## src/sv/lbc_pkg.sv

```systemverilog
// Package for the block cache: payload structs, controller states and the
// command and status groups between controller and datapath. No dependencies.
package lbc_pkg;

  localparam int LBC_LINES = 64;
  localparam int LBC_WORDS_PER_BLOCK = 32;
  localparam logic [6:0] LBC_ENTRIES_RESET = 7'd64;

  localparam logic OP_GET = 1'b0;
  localparam logic OP_PUT = 1'b1;

  typedef struct packed {
    logic        op;
    logic [7:0]  device_num;
    logic [15:0] sector;
    logic [15:0] block_number;
    logic [63:0] data_word;
  } in_t;

  typedef struct packed {
    logic        hit;
    logic [63:0] data_word_res;
    logic        last;
  } out_t;

  typedef enum logic [2:0] {
    ST_IDLE,
    ST_SCAN,
    ST_DECIDE,
    ST_GRD,
    ST_GLD,
    ST_GWAIT,
    ST_MWAIT
  } state_t;

  typedef struct packed {
    logic start;       // latch request, start the line scan
    logic put_word;    // store a follow-on word of an open put
    logic put_commit;  // claim the chosen line and store the first word
    logic rd_word;     // read one block word of the hit line
    logic load_word;   // move that word into the output register
    logic load_miss;   // load the miss beat into the output register
    logic next_word;   // advance the block word counter
  } cmd_t;

  typedef struct packed {
    logic put_active;
    logic scan_done;
    logic req_put;
    logic hit;
    logic word_last;
    logic out_taken;
  } sts_t;

endpackage

```

## src/sv/lbc_ctrl.sv

```systemverilog
// Controller for the block cache: sequences scan, put commit and get output.
// Depends on lbc_pkg.
module lbc_ctrl (
  input  logic          clk,
  input  logic          rst_n,
  input  logic          in_valid,
  input  logic          in_op,
  output logic          in_stall,
  input  lbc_pkg::sts_t sts,
  output lbc_pkg::cmd_t cmd
);
  import lbc_pkg::*;

  state_t state_r, state_nxt;
  logic   in_acc;

  assign in_stall = (state_r != ST_IDLE);
  assign in_acc   = in_valid && !in_stall;

  always_ff @(posedge clk) begin
    if (!rst_n) begin
      state_r <= ST_IDLE;
    end else begin
      state_r <= state_nxt;
    end
  end

  always_comb begin
    state_nxt = state_r;
    unique case (state_r)
      ST_IDLE: begin
        if (in_acc && !(in_op == OP_PUT && sts.put_active)) state_nxt = ST_SCAN;
      end
      ST_SCAN: begin
        if (sts.scan_done) state_nxt = ST_DECIDE;
      end
      ST_DECIDE: begin
        priority if (sts.req_put) state_nxt = ST_IDLE;
        else if (sts.hit)         state_nxt = ST_GRD;
        else                      state_nxt = ST_MWAIT;
      end
      ST_GRD:  state_nxt = ST_GLD;
      ST_GLD:  state_nxt = ST_GWAIT;
      ST_GWAIT: begin
        if (sts.out_taken) state_nxt = sts.word_last ? ST_IDLE : ST_GRD;
      end
      ST_MWAIT: begin
        if (sts.out_taken) state_nxt = ST_IDLE;
      end
      default: state_nxt = ST_IDLE;
    endcase
  end

  always_comb begin
    cmd = '0;
    unique case (state_r)
      ST_IDLE: begin
        if (in_acc) begin
          if (in_op == OP_PUT && sts.put_active) cmd.put_word = 1'b1;
          else                                   cmd.start = 1'b1;
        end
      end
      ST_DECIDE: begin
        priority if (sts.req_put) cmd.put_commit = 1'b1;
        else if (!sts.hit)        cmd.load_miss = 1'b1;
      end
      ST_GRD: cmd.rd_word = 1'b1;
      ST_GLD: cmd.load_word = 1'b1;
      ST_GWAIT: begin
        if (sts.out_taken && !sts.word_last) cmd.next_word = 1'b1;
      end
      ST_SCAN, ST_MWAIT: ;
      default: ;
    endcase
  end

endmodule

```

## config.mk

```make
export PLATFORM = sky130hd
export DESIGN_NAME = lbc_ctrl
export DESIGN_NICKNAME = d
export VERILOG_FILES = /design/src/sv/lbc_pkg.sv /design/src/sv/lbc_ctrl.sv
export SDC_FILE = /design/constraint.sdc
export NUM_CORES = 1
export LEC_CHECK = 0
export ABC_CLOCK_PERIOD_IN_PS = 1700
export CAP_MARGIN = 40
export CORE_AREA = 8 8 45 47
export DETAILED_ROUTE_END_ITERATION = 16
export DIE_AREA = 0 0 53 55
export DONT_BUFFER_PORTS = 1
export SYNTH_ARGS = -nofsm -noshare
export SYNTH_HDL_FRONTEND = slang
export SYNTH_SLANG_ARGS = --single-unit
```

## constraint.sdc

```tcl
create_clock -name clk -period 1.7 [get_ports clk]
set_input_delay 0.17 -clock clk [delete_from_list [all_inputs] [get_ports clk]]
set_output_delay 0.17 -clock clk [all_outputs]
set_load 0.03 [all_outputs]
```

==> impl_metrics.ini, run 1 <==
[clock_tree]
postCtsResizedCells = 0
path_clk_slew_ns = 0.04
clock_sinks = 3
htree_levels = 1
cts_buffers = 3
root_buffer = clkbuf_4
cts-hold-fix-buffers = 0
postCtsSetupRepairBufs = 0
cts_tree = done
cts_buffer_depth = 2
clock_latency_ns = 0.23

[cells_and_area]
drive_above_1_share = 0.231
utilization = 0.269
fillCellCount = 158
top_regs = state_r x3
largest_register_ffs = 3
largest-register = state_r
synthToLayoutAreaGrowth_pct = 22.7
antenna_cells = 0
nets = 63

[placement]
finalWeightedCongestion = 0.767
dp_hpwl_um = 664
portBuffers = 0

[detailed_routing]
drc = 0
vias = 316
dr_wl_met2_um = 418
drt_pass1_iterations = 4
wl_um = 846
m1WireLength_um = 333
met3WireLength_um = 94
drtIter0Drc = 6
top_layer = met3
via_per_inst = 4.65
avgRoutedWirePerCell_um = 12.4
ant_nets = 0

[power_and_ir_drop]
p_int_mw = 0.224
p_seq_frac = 0.285
switching_share = 0.407
p_per_area_mw_per_mm2 = 1020
p_leak_nw = 0.166
comb_power_share = 0.371
worst_ir_drop_vdd_v = 0.000252
power_mw = 0.378
power_switching_mw = 0.154
pwr-share-clk = 0.344

[sta]
tightest_slew_ns = 0.387
finalSetupViolations = 0
rsz0062_at_grt = no
slew_viol_final = 0
fin_crit_sh = 0.881
timing.fmax_mhz = 668
fin_crit_ns = 1.50
finalSetupTns_ns = 0
finClkSkew_ns = 0.00102
maxSlewHeadroom = 0.742
hold_viol = 0

[floorplanning]
core_mm2 = 0.00138
rows = 14
chipWidth_um = 53
io_pins = 18
dieArea_mm2 = 0.00292
die_h_um = 55
start_util = 0.219

[synthesis]
yosys_warnings = 0
yosysSeqAreaShare = 0.198
synth_flop_cell = dfxtp_1
yosys.cell_types.count = 22
netlist.area_leader.share = 0.198
synthTopCellsByArea = dfxtp_1, a21oi_1, buf_6
syn_area_um2 = 303
synth_area_per_cell_um2 = 6.88
yosys_register_bits = 3
synthArstFlopShare = 0
synth_cells = 44
synth_fp_nets = 54
synth_edf_count = 0
synth_top_cell_by_area = dfxtp_1

[global_routing]
grt-ovfl-total = 0
grt_max_degree = 11
antenna_found_initial = 0
grt_pass1_wl_mm = 1.50
grt_util_all_layers = 0.0699
grt_pass1_vias = 351

[worst_setup_path]
crit_slowest_cell = dfxtp_1
cp-end-kind = output pin
cp_slowest_stage_delay_ns = 0.51
worstPathRequired_ns = 1.53
worstPathCellList = nand2_1 > nor3b_1 > buf_4
critPathMaxFanout = 9
start_kind = flip-flop
worstSetupPathType = reg -> out
cp.arrival_ns = 1.33

[run]
drv_cap = 0

[outcome]
status = complete, no violations

[min_path]
hp-class = in -> reg
layout make-up:
class | count | area, µm² | area share
repair buffers | 7 | 52.6 | 0.141
well taps | 16 | 20.0 | 0.0539
multi-input cells | 33 | 194 | 0.522
clock buffers | 4 | 26.3 | 0.0707
inverters | 5 | 18.8 | 0.0505
flip-flops and latches | 3 | 60.1 | 0.162
cells in the mapped netlist (2+ instances only):
cell type and n:
nor2_1 5, nor3_1 2, buf_6 2, a21oi_1 5, nand2_1 5, o21ai_0 2
dfxtp_1 3, inv_1 4, nand2b_1 2, and3_1 2
worst max-delay path: cells and delay by family, from the launching register on:
kind                   cells  cell delay (ns)
AND/OR/NAND/NOR            2             0.39
flip-flops                 1             0.51
buffers and inverters      1             0.19
path summary, 6_finish.rpt:
path | endpoint | slack [ns] | from | cells after the start
hold reg to reg | state_r[2]$_SDFFE_PN0P_ | 0.68 | state_r[1]$_SDFFE_PN0P_ | 2
setup / recovery | cmd[4] | 0.20 | state_r[1]$_SDFFE_PN0P_ | 3
setup reg to reg | state_r[0]$_SDFFE_PN0P_ | 0.46 | state_r[0]$_SDFFE_PN0P_ | 5
hold / removal | state_r[2]$_SDFFE_PN0P_ | 0.09 | rst_n | 1
power groups by stage:
stage	sequential, mW	combinational (mW)	clock [mW]
finish	0.108	0.140	0.130
CTS	0.108	0.143	0.140
detailed placement	0.109	0.141	0
global placement	0.108	0.140	0
global route	0.111	0.155	0.142
floorplan	0.0847	0.151	0
cells by family after synthesis:
kind of cell | Yosys count | share of synthesized area
AOI/OAI and AO/OA | 12 | 0.252
and+or+nand+nor | 20 | 0.355
DFF | 3 | 0.198
muxes | 1 | 0.0331
buffers and inverters | 8 | 0.161
cells in the final DEF (no fill, tap or decap), types with 2 or more instances in the layout:
cell,n
a21oi_1,5
dfxtp_1,3
inv_1,4
nand2b_1,2
buf_4,7
and3_1,2
nand2_1,5
o21ai_0,2
nor2_1,5
clkbuf_4,3
nor3_1,2
per-layer routing:
metal / track usage / vias to the layer above
met1: 0.0714 / 137
met2: 0.104 / 12
met4: 0.0776 / 0
li1: - / 167
met3: 0.0267 / 0
met5: 0 / -
per-stage QoR:
stage	hold WS [ns]	area [µm²]	cells	setup WS (ns)
5_1_grt	0.0749	372	68	0.0742
3_5_place_dp	0.334	345	64	0.455
2_1_floorplan	0.316	303	44	0.0416
4_1_cts	0.0725	372	68	0.192
3_3_place_gp	0.319	345	64	0.469
6_report	0.0863	372	68	0.203
(Power assumes the default switching activity.)
==> inputs of run 2 (changes only) <==
Settings changed: ABC_CLOCK_PERIOD_IN_PS 1700 to 1600, CELL_PAD_IN_SITES_DETAIL_PLACEMENT set to 1, CELL_PAD_IN_SITES_GLOBAL_PLACEMENT set to 1, PLACE_DENSITY_LB_ADDON set to 0.1.
Clock period 1.7 ns to 1.6 ns, I/O delays scaled along.
==> impl_metrics.ini, run 2 (synthesis gave the netlist of run 1 again) <==
[floorplanning]
io_pins = 18
rows = 14
die_h_um = 55
dieArea_mm2 = 0.00292
chipWidth_um = 53
start_util = 0.219
core_mm2 = 0.00138

[detailed_routing]
via_per_inst = 4.78
ant_nets = 0
avgRoutedWirePerCell_um = 13.9
drtIter0Drc = 3
drt_pass1_iterations = 3
vias = 325
wl_um = 942
drc = 0

[worst_setup_path]
crit_slowest_cell = dfxtp_1
cp_slowest_stage_delay_ns = 0.55
cp.arrival_ns = 1.31
worstPathCellList = nand2b_1 > nor3_1 > buf_4
worstSetupPathType = reg -> out
critPathMaxFanout = 9
start_kind = flip-flop
worstPathRequired_ns = 1.44
cp-end-kind = output pin

[power_and_ir_drop]
p_leak_nw = 0.168
p_per_area_mw_per_mm2 = 1060
power_mw = 0.403
worst_ir_drop_vdd_v = 0.000206

[global_routing]
grt_pass1_vias = 357
grt_max_degree = 11
grtUsageMet3 = 0.0214
grt-ovfl-total = 0
busiest_layer = met2
grt_util_met1 = 0.0773
groute.layer.met2.usage = 0.113
antenna_found_initial = 0
grt_util_all_layers = 0.0688
grt_pass1_wl_mm = 1.58

[cells_and_area]
largest_register_ffs = 3
drive_above_1_share = 0.288
largest-register = state_r
synthToLayoutAreaGrowth_pct = 25.6
top_regs = state_r x3
final_area_um2 = 380
final_cell_mix = buf_4, nand2_1, nor2_1, a21oi_1, inv_1
nets = 63
layout_commonest_cell = buf_4
antenna_cells = 0
fillCellCount = 186

[clock_tree]
clock_sinks = 3
root_buffer = clkbuf_4
path_clk_slew_ns = 0.04
cts_buffer_depth = 2
cts_tree = done
clock_latency_ns = 0.23
cts_buffers = 3
postCtsSetupRepairBufs = 0
htree_levels = 1

[sta]
hold_viol = 0
finalSetupViolations = 0
slew_viol_final = 0
fin_crit_ns = 1.47
fin_ws_ns = 0.130
holdWs_ns = 0.0789
finClkSkew_ns = 0.00198
fin_crit_sh = 0.919
rsz0062_at_grt = no
finalSetupTns_ns = 0
maxSlewHeadroom = 0.735
tightest_slew_ns = 0.397
timing.fmax_mhz = 680

[outcome]
status = complete, no violations

[run]
drv_cap = 0

[placement]
portBuffers = 0
pre_cts_ws_ns = 0.287
post_dp_cell_area_um2 = 352
dp_hpwl_um = 752
finalWeightedCongestion = 0.744

[min_path]
hp-class = in -> reg
run 2: cell counts in the layout (fill, tap and decap cells not counted):
Identical to the previous run, type by type.
run 2: critical path: cells and delay by family, from the launching register on:
| kind | cells | cell delay [ns] |
|---|---|---|
| buffers and inverters | 1 | 0.19 |
| and+or+nand+nor | 2 | 0.33 |
| DFF | 1 | 0.55 |
run 2: worst paths after layout:
| kind | from | end | slack, ns | cells past startpoint |
|---|---|---|---|---|
| min | rst_n | state_r[2]$_SDFFE_PN0P_ | 0.08 | 1 |
| max | state_r[0]$_SDFFE_PN0P_ | cmd[0] | 0.13 | 3 |
| max reg2reg | state_r[0]$_SDFFE_PN0P_ | state_r[0]$_SDFFE_PN0P_ | 0.31 | 5 |
| min reg2reg | state_r[1]$_SDFFE_PN0P_ | state_r[2]$_SDFFE_PN0P_ | 0.62 | 2 |
run 2: metrics by stage:
step                       util  instances
after detailed placement  0.254         64
after floorplan               -         44
after global placement    0.254         64
after CTS                 0.273         68
final                     0.275         68
after global routing      0.275         68
run 2: report_power, final:
part           switching [mW]  total [mW]  internal, mW
clock                  0.0372       0.131        0.0933
sequential             0.0324       0.119        0.0869
combinational          0.0941       0.153        0.0588
total                   0.164       0.403         0.239
run 2: area by class of cell:
cell class              count  area [µm²]  share of cell area
inverters                   5        18.8              0.0493
repair buffers              7        52.6               0.138
clock buffers               4        26.3              0.0691
flip-flops and latches      3        62.6               0.164
multi-input cells          33         200               0.526
well taps                  16        20.0              0.0526
run 2: routing by layer:
layer | vias to the layer above | part of all wire
met3 | 0 | 0.12
met4 | 0 | 0
met2 | 11 | 0.48
met5 | - | 0
met1 | 149 | 0.40
li1 | 165 | -
run 2: timing repair:
item / 4_1_cts / 5_1_grt
setup endpoints to repair: 0 / 1
hold endpoints to repair: 0 / 0
resized for setup: 0 / 2
hold buffers: 0 / 0
==> inputs of run 3 (changes only) <==
Settings changed: PLACE_DENSITY_LB_ADDON 0.1 to 0.2.
==> impl_metrics.ini, run 3 (synthesis gave the netlist of run 1 again) <==
[sta]
fin_crit_ns = 1.54
finClkSkew_ns = 0.00550
hold_viol = 0
fin_crit_sh = 0.962
finalSetupTns_ns = 0
rsz0062_at_grt = no
finalSetupViolations = 0
timing.fmax_mhz = 650
slew_viol_final = 0
tightest_slew_ns = 0.424
maxSlewHeadroom = 0.717

[placement]
portBuffers = 0
placedCellCount = 64
finalWeightedCongestion = 0.747
dp_hpwl_um = 803
post_dp_cell_area_um2 = 352

[floorplanning]
io_pins = 18
core_mm2 = 0.00138
start_util = 0.219
rows = 14
dieArea_mm2 = 0.00292
chipWidth_um = 53
die_h_um = 55

[cells_and_area]
antenna_cells = 0
fin_cells = 68
layout_commonest_cell = buf_4
largest_register_ffs = 3
top_regs = state_r x3
fillCellCount = 179
final_area_um2 = 378
synthToLayoutAreaGrowth_pct = 24.8
nets = 63
largest-register = state_r
drive_above_1_share = 0.250
final_cell_mix = buf_4, nand2_1, nor2_1, a21oi_1, inv_1
seq_area_um2 = 60.1
multi_input_area_um2 = 200

[global_routing]
grt_pass1_vias = 354
grt_max_degree = 11
grt-ovfl-total = 0
antenna_found_initial = 0
grt_util_all_layers = 0.0711
grt_pass1_wl_mm = 1.43

[clock_tree]
postCtsResizedCells = 0
clock_latency_ns = 0.25
clock_sinks = 3
root_buffer = clkbuf_4
path_clk_slew_ns = 0.04
cts_tree = done
cts_buffer_depth = 2
cts_buffers = 3
htree_levels = 1
cts-hold-fix-buffers = 0
postCtsSetupRepairBufs = 0

[outcome]
status = complete, no violations

[detailed_routing]
drtIter0Drc = 1
drc = 0
vias = 349
drt_pass1_iterations = 2
via_per_inst = 5.13
ant_nets = 0
wl_um = 983
avgRoutedWirePerCell_um = 14.5

[worst_setup_path]
ff2ff_path_depth = 3
crit_slowest_cell = dfxtp_1
cp.arrival_ns = 1.38
worstPathCellList = inv_1 > nand2_1 > nor3b_1 > buf_4
ff2ff_setup_slack_ns = 0.31
reg2reg_from = state_r[2]$_SDFFE_PN0P_
critPathMaxFanout = 10
worstSetupPathType = reg -> out
cp_slowest_stage_delay_ns = 0.43
r2r-end = state_r[1]$_SDFFE_PN0P_
start_kind = flip-flop
worstPathRequired_ns = 1.44
cp-end-kind = output pin

[min_path]
hold_start = rst_n
whs_path_depth = 1
min_to = state_r[2]$_SDFFE_PN0P_
hp-class = in -> reg

[run]
drv_cap = 0

[power_and_ir_drop]
worst_ir_drop_vdd_v = 0.000304
p_per_area_mw_per_mm2 = 1090
p_leak_nw = 0.167
-- run 3: cell counts in the layout (fill, tap and decap cells not counted) --
No cell type changed its count.
-- run 3: stage by stage --
stage                     utilization  power, mW  hold WS (ns)  worst slack [ns]
after floorplan                     -      0.252         0.306            0.0882
after global placement          0.254      0.269         0.312             0.329
after detailed placement        0.254      0.272         0.313             0.308
after CTS                       0.273      0.418        0.0625            0.0426
after global routing            0.273      0.431        0.0699           0.00101
final                           0.273      0.411        0.0666            0.0604
-- run 3: final cells by class --
type | count | area share
multi-input combinational | 33 | 0.530
sequential | 3 | 0.159
timing repair buffer | 7 | 0.139
clock buffer | 4 | 0.0695
tap | 16 | 0.0530
inverter | 5 | 0.0497
-- run 3: worst max-delay path by stage --
stage	start	end	slack [ns]
finish	state_r[2]$_SDFFE_PN0P_	cmd[4]	0.06
global route	state_r[2]$_SDFFE_PN0P_	cmd[4]	0.001
CTS	state_r[2]$_SDFFE_PN0P_	cmd[4]	0.04
detailed placement	state_r[2]$_SDFFE_PN0P_	cmd[4]	0.31
global placement	state_r[0]$_SDFFE_PN0P_	state_r[0]$_SDFFE_PN0P_	0.33
floorplan	state_r[2]$_SDFFE_PN0P_	cmd[4]	0.09
-- run 3: routing by layer --
layer  track usage  routed length, µm
met1        0.0563                327
met2         0.109                467
met3        0.0348                135
met4         0.103                 52
met5             0                  0
-- run 3: power breakdown --
part           internal [mW]  total [mW]  switching [mW]
sequential            0.0857       0.116          0.0305
clock                 0.0940       0.143          0.0489
combinational         0.0588       0.152          0.0936
total                  0.238       0.411           0.173
-- run 3: critical path, delay by kind of cell (launching register included) --
kind / cells / cell delay (ns)
AND/OR/NAND/NOR: 2 / 0.35
flip-flops: 1 / 0.43
buffers and inverters: 2 / 0.36
